`src/sv/hbbc_pkg.sv`:
```
package hbbc_pkg;
	localparam int NUM_BUFFERS_DEF = 32;
	localparam int NUM_BUCKETS_DEF = 13;
	localparam logic [7:0] REFS_MAX = 8'hff;
	localparam logic [31:0] STAMP_BOUND = 32'h8fffffff;

	typedef enum logic [1:0] {
		FN_GET = 2'd0,
		FN_RELEASE = 2'd1,
		FN_PIN = 2'd2,
		FN_UNPIN = 2'd3
	} func_t;

	typedef enum logic [1:0] {
		ST_OK = 2'd0,
		ST_NO_FREE = 2'd1,
		ST_UNDERFLOW = 2'd2
	} status_t;

	typedef struct packed {
		logic [1:0] func;
		logic [7:0] device_id;
		logic [31:0] block_number;
		logic [4:0] buffer_index;
		logic [30:0] tick;
	} req_t;

	typedef struct packed {
		logic [4:0] entry_index;
		logic was_hit;
		logic read_needed;
		logic [1:0] status;
	} rsp_t;

	typedef struct packed {
		logic load;
		logic mod_step;
		logic scan_clr;
		logic scan_step;
		logic scan2;
		logic commit;
		logic shift_step;
		logic finish;
	} cmd_t;

	typedef struct packed {
		logic is_get;
		logic mod_done;
		logic scan_done;
		logic hit_or_free;
		logic shift_done;
	} sts_t;
endpackage

```
`src/sv/hbbc_ctrl.sv`:
```
module hbbc_ctrl import hbbc_pkg::*; (
	input logic clk,
	input logic arst_n,
	input logic in_valid,
	output logic in_ready,
	output logic out_valid,
	input logic out_ready,
	output cmd_t cmd,
	input sts_t sts
);
	typedef enum logic [7:0] {
		S_IDLE = 8'b0000_0001,
		S_MOD = 8'b0000_0010,
		S_SCAN1 = 8'b0000_0100,
		S_SCAN2 = 8'b0000_1000,
		S_COMMIT = 8'b0001_0000,
		S_SHIFT = 8'b0010_0000,
		S_FIN = 8'b0100_0000,
		S_OUT = 8'b1000_0000
	} state_t;

	state_t state_q, state_d;

	assign in_ready = (state_q == S_IDLE);
	assign out_valid = (state_q == S_OUT);

	always_comb begin
		state_d = state_q;
		cmd = '0;
		unique case (state_q)
			S_IDLE: begin
				if (in_valid) begin
					cmd.load = 1'b1;
					state_d = S_MOD;
				end
			end
			S_MOD: begin
				cmd.mod_step = 1'b1;
				if (sts.mod_done) begin
					cmd.scan_clr = 1'b1;
					state_d = sts.is_get ? S_SCAN1 : S_FIN;
				end
			end
			S_SCAN1: begin
				cmd.scan_step = 1'b1;
				if (sts.scan_done) begin
					if (sts.hit_or_free) begin
						state_d = S_COMMIT;
					end else begin
						cmd.scan_clr = 1'b1;
						state_d = S_SCAN2;
					end
				end
			end
			S_SCAN2: begin
				cmd.scan_step = 1'b1;
				cmd.scan2 = 1'b1;
				if (sts.scan_done) state_d = S_COMMIT;
			end
			S_COMMIT: begin
				cmd.commit = 1'b1;
				cmd.scan_clr = 1'b1;
				state_d = S_SHIFT;
			end
			S_SHIFT: begin
				cmd.shift_step = 1'b1;
				if (sts.shift_done) state_d = S_FIN;
			end
			S_FIN: begin
				cmd.finish = 1'b1;
				state_d = S_OUT;
			end
			S_OUT: begin
				if (out_ready) state_d = S_IDLE;
			end
			default: state_d = S_IDLE;
		endcase
	end

	always_ff @(posedge clk or negedge arst_n) begin
		if (!arst_n) state_q <= S_IDLE;
		else state_q <= state_d;
	end
endmodule

```
`config.mk`:
```
export PLATFORM = sky130hd
export DESIGN_NAME = hbbc_ctrl
export DESIGN_NICKNAME = d
export VERILOG_FILES = /design/src/sv/hbbc_pkg.sv /design/src/sv/hbbc_ctrl.sv
export SDC_FILE = /design/constraint.sdc
export NUM_CORES = 1
export LEC_CHECK = 0
export ABC_CLOCK_PERIOD_IN_PS = 5400
export BUFFER_PORTS_ARGS = -buffer_cell sky130_fd_sc_hd__buf_4
export CAP_MARGIN = 5
export CORE_AREA = 2 2 39 41
export CTS_CLUSTER_SIZE = 25
export DETAILED_ROUTE_END_ITERATION = 16
export DIE_AREA = 0 0 41 43
export GPL_ROUTABILITY_DRIVEN = 0
export GPL_TIMING_DRIVEN = 1
export PLACE_DENSITY_LB_ADDON = 0.1
export SLEW_MARGIN = 20
export SYNTH_ARGS = -nofsm -noshare
export SYNTH_HDL_FRONTEND = slang
export SYNTH_SLANG_ARGS = --single-unit
```
`constraint.sdc`:
```
create_clock -name clk -period 5.4 [get_ports clk]
set_clock_uncertainty 0.1 [all_clocks]
set_input_delay 0.54 -clock clk [delete_from_list [all_inputs] [get_ports clk]]
set_output_delay 0.54 -clock clk [all_outputs]
set_load 0.005 [all_outputs]
```
==> results of run 1 <==
cell families after synthesis:
kind of cell	after synthesis	synth area share, %
AND/OR/NAND/NOR	35	40.6
flip-flops	8	37.5
buffers and inverters	4	3.03
AO/OA/AOI/OAI	6	10.0
XOR/XNOR	3	4.90
multiplexers	2	3.96
power breakdown:
| part | internal (W) | leakage, nW | switching [W] |
|---|---|---|---|
| clock network | 0.0000285 | 0.0150 | 0.0000233 |
| logic | 0.0000832 | 0.215 | 0.0000788 |
| registers | 0.0000756 | 0.107 | 0.0000158 |
per-stage QoR:
step / hold slack (ns) / total power [W]
floorplan: 0.144 / 0.000203
global placement: 0.269 / 0.000251
detailed placement: 0.270 / 0.000253
CTS: 0.401 / 0.000308
global route: 0.418 / 0.000330
finish: 0.407 / 0.000305
cell type report:
type	instances	area (um2)	share of cell area [%]
clock buffer	4	26.3	3.63
sequential	8	201	27.9
tap	16	20.0	2.77
timing repair buffer	19	145	20.1
inverter	3	11.3	1.56
multi-input combinational	46	319	44.1
timing repair:
item,4_1_cts,5_1_grt
hold buffers,1,0
setup buffers,0,0
hold endpoints to repair,7,0
per-layer routing:
layer  vias up  part of all wire [%]
met2        20                    48
li1        259                     -
met4         0                   2.6
met1       257                    42
met5         -                     0
met3         4                   6.8
critical path, stage by stage (launching register included):
cell and delay [ns]:
sky130_fd_sc_hd__dfrtp_1 0.40, sky130_fd_sc_hd__or4_1 0.65, sky130_fd_sc_hd__or3_4 0.39, sky130_fd_sc_hd__nor3b_1 0.36, sky130_fd_sc_hd__a221o_1 0.18, sky130_fd_sc_hd__buf_4 0.11
placed cells by master (no fill, tap or decap), types with 3 or more instances in the layout:
| cell type | instances |
|---|---|
| sky130_fd_sc_hd__buf_4 | 18 |
| sky130_fd_sc_hd__clkbuf_4 | 3 |
| sky130_fd_sc_hd__dfrtp_1 | 7 |
| sky130_fd_sc_hd__nand2b_1 | 3 |
| sky130_fd_sc_hd__nor2_1 | 5 |
| sky130_fd_sc_hd__nor3_1 | 5 |
| sky130_fd_sc_hd__nor4_1 | 5 |
| sky130_fd_sc_hd__or2_2 | 4 |
| sky130_fd_sc_hd__or4_1 | 3 |
| sky130_fd_sc_hd__xnor2_1 | 3 |
worst min path at each step:
stage                start    endpoint  slack, ns  depth (start not counted)
finish              sts[0]  state_q[5]       0.41                          2
global placement    arst_n  state_q[7]       0.27                          1
floorplan           arst_n  state_q[1]       0.14                          0
global route        sts[0]  state_q[5]       0.42                          2
CTS                 sts[0]  state_q[5]       0.40                          2
detailed placement  arst_n  state_q[1]       0.27                          1
==> impl_metrics.xml, run 1 <==
<?xml version="1.0" encoding="UTF-8"?>
<metrics>
  <group name="final_layout">
    <metric name="insertedDiodeCount" unit="">0</metric>
    <metric name="fillCellCount" unit="">133</metric>
    <metric name="top_register" unit="">state_q</metric>
    <metric name="areaGrowthSynthToFinish" unit="%">34.7</metric>
    <metric name="final_cell_count_no_fill" unit="">96</metric>
    <metric name="nNetsFinal" unit="">90</metric>
    <metric name="post_route_cells_drive_above_1_share" unit="%">38.8</metric>
    <metric name="final_area" unit="um2">723</metric>
    <metric name="reg_top3" unit="">state_q x8</metric>
    <metric name="layout.core_utilization" unit="%">52.3</metric>
    <metric name="flip_flop_count_of_the_largest_register_all_copies_and_words_added" unit="">8</metric>
  </group>
  <group name="clock_network">
    <metric name="post_cts.resized_instances" unit="">0</metric>
    <metric name="clk-insertion-delay-late" unit="ns">0.26</metric>
    <metric name="clockBufferDepth" unit="">2</metric>
    <metric name="cts.root.buffer_cell" unit="">sky130_fd_sc_hd__clkbuf_4</metric>
    <metric name="numClockSinks" unit="">8</metric>
    <metric name="clk_pin_slew_worst_paths" unit="ns">0.06</metric>
    <metric name="tritoncts" unit="">yes</metric>
    <metric name="numCtsBuffers" unit="">3</metric>
    <metric name="htreeDepth" unit="">1</metric>
  </group>
  <group name="yosys">
    <metric name="synth_fp_nets" unit="">67</metric>
    <metric name="synth-edff-count" unit="">0</metric>
    <metric name="ys_dominant_reg_cell" unit="">sky130_fd_sc_hd__dfrtp_1</metric>
    <metric name="mapped_area" unit="um2">537</metric>
    <metric name="synth_seq_cells" unit="">8</metric>
    <metric name="ys_async_sr_fraction" unit="%">100</metric>
    <metric name="synth.cells.most_frequent" unit="">sky130_fd_sc_hd__dfrtp_1, sky130_fd_sc_hd__nor2_1, sky130_fd_sc_hd__nor3_1, sky130_fd_sc_hd__nor4_1, sky130_fd_sc_hd__or2_2</metric>
    <metric name="most_frequently_used_cell_type_in_the_post_synthesis_netlist" unit="">sky130_fd_sc_hd__dfrtp_1</metric>
    <metric name="synthesis.yosys.warnings" unit="">0</metric>
    <metric name="synth_area_leader_cell" unit="">sky130_fd_sc_hd__dfrtp_1</metric>
    <metric name="post_synth_inst_count" unit="">58</metric>
    <metric name="synth_area_per_cell" unit="um2">9.25</metric>
    <metric name="synthDistinctLibCells" unit="">28</metric>
    <metric name="synth_top_cell_area_share" unit="%">32.6</metric>
    <metric name="yosysSeqAreaShare" unit="%">37.5</metric>
    <metric name="synth_area_leaders" unit="">sky130_fd_sc_hd__dfrtp_1, sky130_fd_sc_hd__nor4_1, sky130_fd_sc_hd__dfstp_2, sky130_fd_sc_hd__xnor2_1, sky130_fd_sc_hd__nor3_1</metric>
  </group>
  <group name="timing">
    <metric name="max_freq" unit="MHz">333</metric>
    <metric name="setup_repair_after_global_routing_missed_its_margin" unit="">false</metric>
    <metric name="finalWorstSetupSlack" unit="ns">2.40</metric>
    <metric name="max_slew.worst_pin.slew" unit="ns">0.604</metric>
    <metric name="fin_setup_tns" unit="ns">0</metric>
    <metric name="slew_viol_final" unit="">0</metric>
    <metric name="setup_viol" unit="">0</metric>
    <metric name="timing.final.crit_share" unit="%">55.5</metric>
    <metric name="layout_min_cycle_time" unit="ns">3.00</metric>
    <metric name="slew_headroom" unit="%">59.3</metric>
    <metric name="finalHoldViolations" unit="">0</metric>
  </group>
  <group name="critical_path">
    <metric name="timing.rr.end" unit="">state_q[3]</metric>
    <metric name="setup.worst_path.class" unit="">reg -&gt; out</metric>
    <metric name="timing.critical_path.from" unit="">state_q[7]</metric>
    <metric name="cp-end-kind" unit="">primary output</metric>
    <metric name="endpoint" unit="">cmd[5]</metric>
    <metric name="timing.critical_path.fanout_max" unit="">7</metric>
    <metric name="regToRegSetupSlack" unit="ns">2.79</metric>
    <metric name="ff2ff_path_depth" unit="">5</metric>
    <metric name="signal_arrival_time_at_the_worst_endpoint" unit="ns">2.36</metric>
    <metric name="crit-reg2reg-launch" unit="">state_q[7]</metric>
    <metric name="critPathLaunchType" unit="">flip-flop</metric>
    <metric name="worst_ep_required_time" unit="ns">4.76</metric>
  </group>
  <group name="floorplanning">
    <metric name="die-area" unit="mm2">0.00176</metric>
    <metric name="fp.coreArea" unit="mm2">0.00138</metric>
    <metric name="floorplan.initialDensity" unit="%">38.8</metric>
    <metric name="chipWidth" unit="um">41</metric>
    <metric name="die_h" unit="um">43</metric>
    <metric name="fp-row-count" unit="">14</metric>
    <metric name="design.portCount" unit="">19</metric>
  </group>
  <group name="route">
    <metric name="route.vias.total" unit="">540</metric>
    <metric name="post_drt_via_cell_ratio" unit="">5.63</metric>
    <metric name="routed_wl" unit="um">1350</metric>
    <metric name="dr.first_iter.drc_count" unit="">12</metric>
    <metric name="drt_pre_antenna_iters" unit="">4</metric>
    <metric name="detail_route.wl_per_cell" unit="um">14.0</metric>
    <metric name="drc" unit="">0</metric>
    <metric name="drtAntennaViolNets" unit="">0</metric>
  </group>
  <group name="global_route">
    <metric name="globalRouteTotalUtil" unit="%">18.2</metric>
    <metric name="via_count_of_the_first_global_routing_pass" unit="">468</metric>
    <metric name="grt_start_max_net_pins" unit="">9</metric>
    <metric name="grt_busiest_layer" unit="">met2</metric>
    <metric name="grt_use_met2" unit="%">27.8</metric>
    <metric name="grtUsageMet1" unit="%">22.1</metric>
    <metric name="gr-usage-met3" unit="%">3.14</metric>
    <metric name="global_route.overflow_total" unit="">0</metric>
    <metric name="first_pass_grt_wire_length" unit="um">2100</metric>
    <metric name="grt_antenna_before_repair" unit="">0</metric>
  </group>
  <group name="pwr">
    <metric name="pwr_density_cell" unit="mW/mm2">422</metric>
    <metric name="static-leakage-power" unit="nW">0.337</metric>
    <metric name="vdd.ir_drop.worst" unit="uV">207</metric>
  </group>
  <group name="run">
    <metric name="max_cap_violations" unit="">0</metric>
  </group>
  <group name="status">
    <metric name="status" unit="">finished, final reports clean</metric>
  </group>
  <group name="placement">
    <metric name="dpl_cell_area" unit="um2">687</metric>
    <metric name="place_hpwl" unit="um">1040</metric>
    <metric name="portBuffers" unit="">18</metric>
    <metric name="place_ws" unit="ns">2.73</metric>
    <metric name="place.detailed.instances" unit="">91</metric>
  </group>
  <group name="hold_path">
    <metric name="hp-class" unit="">in -&gt; reg</metric>
  </group>
</metrics>
Note: power is estimated with default switching activity, not from simulation.
==> inputs of run 2 (changes only) <==
- ABC_AREA: unset -> 1
- ABC_CLOCK_PERIOD_IN_PS: 5400 -> 2930
- CORE_AREA: 2 2 39 41 -> unset
- CORE_MARGIN: unset -> 2
- CORE_UTILIZATION: unset -> 45
- DIE_AREA: 0 0 41 43 -> unset
- clock period: 5.4 -> 2.93 ns (I/O delays scaled with it)
==> run 2 against run 1 <==
Effect of this change:
- cell area up 15%
- global-route usage decreased by 0.33 points
- highest routed layer unchanged
- count of clock-buffer cells in the layout unchanged
- cell count up 34%
- via count up 14%
- area after synthesis increased by 20%
==> impl_metrics.xml, run 2 <==
<?xml version="1.0" encoding="UTF-8"?>
<metrics>
  <group name="status">
    <metric name="status" unit="">finished, final reports clean</metric>
  </group>
  <group name="timing">
    <metric name="finalWorstSetupSlack" unit="ns">1.03</metric>
    <metric name="layout_min_cycle_time" unit="ns">1.90</metric>
    <metric name="slew_headroom" unit="%">83.7</metric>
    <metric name="fin_setup_tns" unit="ns">0</metric>
    <metric name="setup_viol" unit="">0</metric>
    <metric name="finalHoldViolations" unit="">0</metric>
    <metric name="timing.final.crit_share" unit="%">64.8</metric>
    <metric name="setup_repair_after_global_routing_missed_its_margin" unit="">false</metric>
    <metric name="slew_viol_final" unit="">0</metric>
    <metric name="max_slew.worst_pin.slew" unit="ns">0.243</metric>
    <metric name="max_freq" unit="MHz">526</metric>
  </group>
  <group name="run">
    <metric name="max_cap_violations" unit="">0</metric>
  </group>
  <group name="yosys">
    <metric name="synth_top_cell_area_share" unit="%">27.2</metric>
    <metric name="synthesis.yosys.warnings" unit="">0</metric>
    <metric name="post_synth_inst_count" unit="">91</metric>
    <metric name="synth_seq_cells" unit="">8</metric>
    <metric name="synth_area_leaders" unit="">sky130_fd_sc_hd__dfrtp_1, sky130_fd_sc_hd__nor2_4, sky130_fd_sc_hd__nand2_1, sky130_fd_sc_hd__inv_1, sky130_fd_sc_hd__nor2_1</metric>
    <metric name="ys_async_sr_fraction" unit="%">100</metric>
    <metric name="synth_area_leader_cell" unit="">sky130_fd_sc_hd__dfrtp_1</metric>
    <metric name="yosysSeqAreaShare" unit="%">31.3</metric>
    <metric name="synth-edff-count" unit="">0</metric>
    <metric name="most_frequently_used_cell_type_in_the_post_synthesis_netlist" unit="">sky130_fd_sc_hd__nand2_1</metric>
    <metric name="synth_area_per_cell" unit="um2">7.07</metric>
    <metric name="synth.cells.most_frequent" unit="">sky130_fd_sc_hd__nand2_1, sky130_fd_sc_hd__inv_1, sky130_fd_sc_hd__nor2_1</metric>
    <metric name="ys_dominant_reg_cell" unit="">sky130_fd_sc_hd__dfrtp_1</metric>
    <metric name="mapped_area" unit="um2">643</metric>
    <metric name="synth_fp_nets" unit="">100</metric>
    <metric name="synthDistinctLibCells" unit="">17</metric>
  </group>
  <group name="clock_network">
    <metric name="post_cts_hold_buffer_count" unit="">1</metric>
    <metric name="htreeDepth" unit="">1</metric>
    <metric name="numClockSinks" unit="">8</metric>
    <metric name="numCtsBuffers" unit="">3</metric>
    <metric name="clockBufferDepth" unit="">2</metric>
    <metric name="post_cts.repair.setup_buffers" unit="">0</metric>
    <metric name="clk_pin_slew_worst_paths" unit="ns">0.07</metric>
    <metric name="cts.root.buffer_cell" unit="">sky130_fd_sc_hd__clkbuf_4</metric>
    <metric name="post_cts.resized_instances" unit="">0</metric>
    <metric name="tritoncts" unit="">yes</metric>
    <metric name="clk-insertion-delay-late" unit="ns">0.26</metric>
  </group>
  <group name="hold_path">
    <metric name="hp-class" unit="">in -&gt; reg</metric>
  </group>
  <group name="final_layout">
    <metric name="reg_top3" unit="">state_q x8</metric>
    <metric name="final_cell_mix" unit="">sky130_fd_sc_hd__nand2_1, sky130_fd_sc_hd__buf_4, sky130_fd_sc_hd__inv_1, sky130_fd_sc_hd__nor2_1</metric>
    <metric name="layout.core_utilization" unit="%">63.2</metric>
    <metric name="flip_flop_count_of_the_largest_register_all_copies_and_words_added" unit="">8</metric>
    <metric name="commonest_non_fill_non_tap_cell_in_the_layout" unit="">sky130_fd_sc_hd__nand2_1</metric>
    <metric name="nNetsFinal" unit="">124</metric>
    <metric name="post_route_cells_drive_above_1_share" unit="%">36.8</metric>
    <metric name="top_register" unit="">state_q</metric>
    <metric name="insertedDiodeCount" unit="">0</metric>
    <metric name="areaGrowthSynthToFinish" unit="%">29.6</metric>
  </group>
  <group name="global_route">
    <metric name="global_route.overflow_total" unit="">0</metric>
    <metric name="first_pass_grt_wire_length" unit="um">2410</metric>
    <metric name="grt_antenna_before_repair" unit="">0</metric>
    <metric name="globalRouteTotalUtil" unit="%">17.9</metric>
    <metric name="via_count_of_the_first_global_routing_pass" unit="">580</metric>
    <metric name="grt_start_max_net_pins" unit="">9</metric>
  </group>
  <group name="pwr">
    <metric name="p_seq_share" unit="%">28.3</metric>
    <metric name="clkPwrFrac" unit="%">16.7</metric>
    <metric name="net-switching-power" unit="W">0.000256</metric>
    <metric name="static-leakage-power" unit="nW">0.487</metric>
    <metric name="power.share.combinational" unit="%">55.0</metric>
    <metric name="design_power_total" unit="W">0.000575</metric>
    <metric name="pwr_density_cell" unit="mW/mm2">690</metric>
    <metric name="vdd.ir_drop.worst" unit="uV">479</metric>
    <metric name="power_report.internal_total" unit="W">0.000319</metric>
    <metric name="swShare" unit="%">44.6</metric>
  </group>
  <group name="floorplanning">
    <metric name="die-area" unit="mm2">0.00175</metric>
    <metric name="chipWidth" unit="um">41.8</metric>
    <metric name="fp-row-count" unit="">13</metric>
    <metric name="design.portCount" unit="">19</metric>
    <metric name="floorplan.initialDensity" unit="%">48.8</metric>
    <metric name="fp.coreArea" unit="mm2">0.00132</metric>
    <metric name="die_h" unit="um">41.8</metric>
  </group>
  <group name="route">
    <metric name="post_drt_via_cell_ratio" unit="">4.79</metric>
    <metric name="routed_wl" unit="um">1440</metric>
    <metric name="route.vias.total" unit="">618</metric>
    <metric name="drc" unit="">0</metric>
    <metric name="drt_pre_antenna_iters" unit="">4</metric>
    <metric name="detail_route.wl_per_cell" unit="um">11.2</metric>
    <metric name="dr.first_iter.drc_count" unit="">20</metric>
    <metric name="drtAntennaViolNets" unit="">0</metric>
  </group>
  <group name="critical_path">
    <metric name="signal_arrival_time_at_the_worst_endpoint" unit="ns">1.51</metric>
    <metric name="worstPathCellList" unit="">nor2_4 -&gt; nand2_4 -&gt; nor3_1 -&gt; nand2_1 -&gt; o211ai_1 -&gt; buf_4</metric>
    <metric name="timing.critical_path.fanout_max" unit="">4</metric>
    <metric name="ff2ff_path_depth" unit="">9</metric>
    <metric name="master_of_the_slowest_instance_on_the_critical_path" unit="">sky130_fd_sc_hd__dfrtp_1</metric>
    <metric name="worst_path_dominant_cell_family" unit="">simple AND/OR/NAND/NOR gates</metric>
    <metric name="timing.critical_path.from" unit="">state_q[7]</metric>
    <metric name="critPathMaxStageDelay" unit="ns">0.42</metric>
    <metric name="crit-reg2reg-launch" unit="">state_q[0]</metric>
    <metric name="cp_num_buf_inv" unit="">1</metric>
    <metric name="timing.rr.end" unit="">state_q[3]</metric>
    <metric name="worstSetupPathDepth" unit="">6</metric>
    <metric name="endpoint" unit="">cmd[5]</metric>
    <metric name="regToRegSetupSlack" unit="ns">1.40</metric>
    <metric name="worst_ep_required_time" unit="ns">2.54</metric>
    <metric name="critPathLaunchType" unit="">flip-flop</metric>
    <metric name="cp-end-kind" unit="">primary output</metric>
    <metric name="setup.worst_path.class" unit="">reg -&gt; out</metric>
  </group>
  <group name="placement">
    <metric name="place_ws" unit="ns">1.32</metric>
    <metric name="place_hpwl" unit="um">1180</metric>
    <metric name="portBuffers" unit="">18</metric>
  </group>
</metrics>
-- run 2: cell count changes in the layout (fill, tap and decap cells not counted), moves of 4 or more --
cell / change
sky130_fd_sc_hd__inv_1: +14
sky130_fd_sc_hd__nor4_1: -5
sky130_fd_sc_hd__or2_2: -4
sky130_fd_sc_hd__nand3_1: +7
sky130_fd_sc_hd__nand2_4: +4
sky130_fd_sc_hd__nor2_1: +9
sky130_fd_sc_hd__nand2_1: +17
sky130_fd_sc_hd__nor2_4: +7
-- run 2: kinds of logic (layout without fill, tap and decap cells) --
group                  Yosys count  count (layout)  synth area share [%]
and+or+nand+nor                 59              59                  52.5
buffers and inverters           19              42                  11.9
DFF                              8               8                  31.3
AOI/OAI and AO/OA                5               5                  4.28
-- run 2: worst min-delay path by stage --
stage                      start  cells past startpoint    endpoint
after floorplan           arst_n                      0  state_q[1]
after global placement    arst_n                      1  state_q[3]
after detailed placement  arst_n                      1  state_q[3]
after CTS                 sts[0]                      4  state_q[5]
after global routing      sts[0]                      4  state_q[5]
final                     sts[0]                      4  state_q[5]
-- run 2: final cells by class --
| class | count | area (um2) |
|---|---|---|
| multi-input combinational | 64 | 365 |
| clock buffer | 4 | 26.3 |
| inverter | 19 | 76.3 |
| timing repair buffer | 19 | 145 |
| fill | 132 | 484 |
| sequential | 8 | 201 |
| tap | 15 | 18.8 |
-- run 2: power groups by stage --
stage | combinational [W] | clock (W) | sequential, W
2_1_floorplan | 0.000227 | 0 | 0.000161
3_3_place_gp | 0.000315 | 0 | 0.000163
3_5_place_dp | 0.000317 | 0 | 0.000165
4_1_cts | 0.000319 | 0.0000986 | 0.000163
5_1_grt | 0.000349 | 0.000102 | 0.000166
6_report | 0.000316 | 0.0000959 | 0.000163
-- run 2: metrics by stage --
step | cells | cell area (um2) | hold slack (ns)
2_1_floorplan | 91 | 643 | -0.103
3_3_place_gp | 124 | 797 | 0.0206
3_5_place_dp | 124 | 797 | 0.0208
4_1_cts | 129 | 833 | 0.189
5_1_grt | 129 | 833 | 0.219
6_report | 129 | 833 | 0.192
-- run 2: routing by layer --
metal | GRT usage, % | vias up | wire (um)
met5 | 0 | - | 0
met4 | 7.74 | 0 | 12
li1 | - | 323 | -
met1 | 24.2 | 275 | 683
met3 | 3.04 | 2 | 86
met2 | 27.8 | 18 | 658
-- run 2: worst min-delay path, delay by kind of cell --
| family | cells | cell delay [ns] |
|---|---|---|
| buffers and inverters | 2 | 0.12 |
| and+or+nand+nor | 2 | 0.12 |
==> inputs of run 3 (changes only) <==
- ABC_CLOCK_PERIOD_IN_PS: 2930 -> 2000
- clock period: 2.93 -> 2 ns (I/O delays scaled with it)
==> run 3 against run 2 <==
Effect of this change:
- flip-flop and latch count did not move
- total power rose by 47%
- via count fell by 2.4%
- register-to-register slack got worse by 0.92 ns
- non-clock buffer count did not move
- cell area did not move
- combinational power rose by 47%
==> impl_metrics.xml, run 3 (synthesized netlist as in run 2, its figures left out) <==
<?xml version="1.0" encoding="UTF-8"?>
<metrics>
  <group name="critical_path">
    <metric name="timing.rr.end" unit="">state_q[3]</metric>
    <metric name="critPathMaxStageDelay" unit="ns">0.42</metric>
    <metric name="regToRegSetupSlack" unit="ns">0.48</metric>
    <metric name="worstPathCellList" unit="">nor2_4 -&gt; nand2_4 -&gt; nor3_1 -&gt; nand2_1 -&gt; o211ai_1 -&gt; buf_4</metric>
    <metric name="worst_path_dominant_cell_family" unit="">simple AND/OR/NAND/NOR gates</metric>
    <metric name="setup.worst_path.class" unit="">reg -&gt; out</metric>
    <metric name="master_of_the_slowest_instance_on_the_critical_path" unit="">sky130_fd_sc_hd__dfrtp_1</metric>
    <metric name="critPathLaunchType" unit="">flip-flop</metric>
    <metric name="worst_ep_required_time" unit="ns">1.70</metric>
    <metric name="crit-reg2reg-launch" unit="">state_q[0]</metric>
    <metric name="worstSetupPathDepth" unit="">6</metric>
    <metric name="ff2ff_path_depth" unit="">9</metric>
    <metric name="cp-end-kind" unit="">primary output</metric>
    <metric name="cp_num_buf_inv" unit="">1</metric>
    <metric name="signal_arrival_time_at_the_worst_endpoint" unit="ns">1.50</metric>
    <metric name="timing.critical_path.fanout_max" unit="">4</metric>
  </group>
  <group name="final_layout">
    <metric name="top_register" unit="">state_q</metric>
    <metric name="reg_top3" unit="">state_q x8</metric>
    <metric name="insertedDiodeCount" unit="">0</metric>
    <metric name="commonest_non_fill_non_tap_cell_in_the_layout" unit="">sky130_fd_sc_hd__nand2_1</metric>
    <metric name="post_route_cells_drive_above_1_share" unit="%">36.8</metric>
    <metric name="layout.core_utilization" unit="%">63.2</metric>
    <metric name="areaGrowthSynthToFinish" unit="%">29.6</metric>
    <metric name="nNetsFinal" unit="">124</metric>
    <metric name="final_cell_mix" unit="">sky130_fd_sc_hd__nand2_1, sky130_fd_sc_hd__buf_4, sky130_fd_sc_hd__inv_1, sky130_fd_sc_hd__nor2_1</metric>
    <metric name="flip_flop_count_of_the_largest_register_all_copies_and_words_added" unit="">8</metric>
  </group>
  <group name="route">
    <metric name="dr.first_iter.drc_count" unit="">7</metric>
    <metric name="drtAntennaViolNets" unit="">0</metric>
    <metric name="drt_pre_antenna_iters" unit="">4</metric>
    <metric name="detail_route.wl_per_cell" unit="um">11.1</metric>
    <metric name="route.vias.total" unit="">603</metric>
    <metric name="post_drt_via_cell_ratio" unit="">4.67</metric>
    <metric name="drc" unit="">0</metric>
    <metric name="routed_wl" unit="um">1430</metric>
  </group>
  <group name="floorplanning">
    <metric name="die_h" unit="um">41.8</metric>
    <metric name="floorplan.initialDensity" unit="%">48.8</metric>
    <metric name="fp-row-count" unit="">13</metric>
    <metric name="design.portCount" unit="">19</metric>
    <metric name="chipWidth" unit="um">41.8</metric>
    <metric name="fp.coreArea" unit="mm2">0.00132</metric>
    <metric name="die-area" unit="mm2">0.00175</metric>
  </group>
  <group name="timing">
    <metric name="finalHoldViolations" unit="">0</metric>
    <metric name="max_freq" unit="MHz">555</metric>
    <metric name="setup_viol" unit="">0</metric>
    <metric name="layout_min_cycle_time" unit="ns">1.80</metric>
    <metric name="setup_repair_after_global_routing_missed_its_margin" unit="">false</metric>
    <metric name="slew_headroom" unit="%">83.2</metric>
    <metric name="timing.final.crit_share" unit="%">90.1</metric>
    <metric name="max_slew.worst_pin.slew" unit="ns">0.250</metric>
    <metric name="slew_viol_final" unit="">0</metric>
    <metric name="fin_setup_tns" unit="ns">0</metric>
  </group>
  <group name="clock_network">
    <metric name="post_cts_hold_buffer_count" unit="">1</metric>
    <metric name="numCtsBuffers" unit="">3</metric>
    <metric name="tritoncts" unit="">yes</metric>
    <metric name="clk_pin_slew_worst_paths" unit="ns">0.07</metric>
    <metric name="clockBufferDepth" unit="">2</metric>
    <metric name="numClockSinks" unit="">8</metric>
    <metric name="post_cts.repair.setup_buffers" unit="">0</metric>
    <metric name="cts.root.buffer_cell" unit="">sky130_fd_sc_hd__clkbuf_4</metric>
    <metric name="htreeDepth" unit="">1</metric>
    <metric name="clk-insertion-delay-late" unit="ns">0.26</metric>
    <metric name="post_cts.resized_instances" unit="">0</metric>
  </group>
  <group name="placement">
    <metric name="portBuffers" unit="">18</metric>
    <metric name="place_hpwl" unit="um">1190</metric>
  </group>
  <group name="global_route">
    <metric name="global_route.overflow_total" unit="">0</metric>
    <metric name="grt_start_max_net_pins" unit="">9</metric>
    <metric name="first_pass_grt_wire_length" unit="um">2400</metric>
    <metric name="globalRouteTotalUtil" unit="%">18.3</metric>
    <metric name="via_count_of_the_first_global_routing_pass" unit="">548</metric>
    <metric name="grtUsageMet1" unit="%">24.4</metric>
    <metric name="grt_use_met2" unit="%">29.1</metric>
    <metric name="gr-usage-met3" unit="%">3.04</metric>
    <metric name="grt_antenna_before_repair" unit="">0</metric>
    <metric name="grt_busiest_layer" unit="">met2</metric>
  </group>
  <group name="hold_path">
    <metric name="hp-class" unit="">in -&gt; reg</metric>
    <metric name="hold_path.startpoint" unit="">sts[0]</metric>
    <metric name="min_to" unit="">state_q[5]</metric>
    <metric name="min_delay_path_depth" unit="">4</metric>
  </group>
  <group name="pwr">
    <metric name="vdd.ir_drop.worst" unit="uV">839</metric>
    <metric name="static-leakage-power" unit="nW">0.487</metric>
    <metric name="pwr_density_cell" unit="mW/mm2">1010</metric>
  </group>
  <group name="status">
    <metric name="status" unit="">finished, final reports clean</metric>
  </group>
  <group name="run">
    <metric name="max_cap_violations" unit="">0</metric>
  </group>
</metrics>
## run 3: worst max path at each step
stage,slack (ns),to,startpoint
2_1_floorplan,0.62,state_q[3],state_q[0]
3_3_place_gp,0.51,state_q[3],state_q[0]
3_5_place_dp,0.49,state_q[3],state_q[0]
4_1_cts,0.20,cmd[5],state_q[7]
5_1_grt,0.08,cmd[5],state_q[5]
6_report,0.20,cmd[5],state_q[7]
## run 3: routing by layer
layer	wire length (um)	share of wire, %	vias up
met5	0	0	-
met4	12	0.84	0
met3	91	6.4	2
met1	664	46	256
li1	-	-	324
met2	662	46	21
## run 3: where the power goes
part / leakage (nW) / internal, W / switching, W
clock network: 0.0150 / 0.0000766 / 0.0000646
registers: 0.107 / 0.000202 / 0.0000375
logic: 0.365 / 0.000189 / 0.000275
## run 3: final cells by class
type / instances / area [um2]
Clock buffer: 4 / 26.3
Fill cell: 124 / 484
Inverter: 19 / 76.3
Multi-Input combinational cell: 64 / 365
Sequential cell: 8 / 201
Tap cell: 15 / 18.8
Timing Repair Buffer: 19 / 145
## run 3: metrics by stage
| stage | setup WS (ns) | std cells | instance area [um2] | hold slack (ns) | power [W] |
|---|---|---|---|---|---|
| after global routing | 0.0821 | 129 | 833 | 0.129 | 0.000907 |
| after floorplan | 0.622 | 91 | 643 | -0.196 | 0.000569 |
| after detailed placement | 0.488 | 124 | 797 | -0.0706 | 0.000708 |
| after global placement | 0.510 | 124 | 797 | -0.0723 | 0.000700 |
| after CTS | 0.205 | 129 | 833 | 0.101 | 0.000851 |
| final | 0.197 | 129 | 833 | 0.0986 | 0.000844 |
## run 3: worst min-delay path: cells and delay by family
family	cells	cell delay, ns
AND/OR/NAND/NOR	2	0.12
buffers and inverters	2	0.10
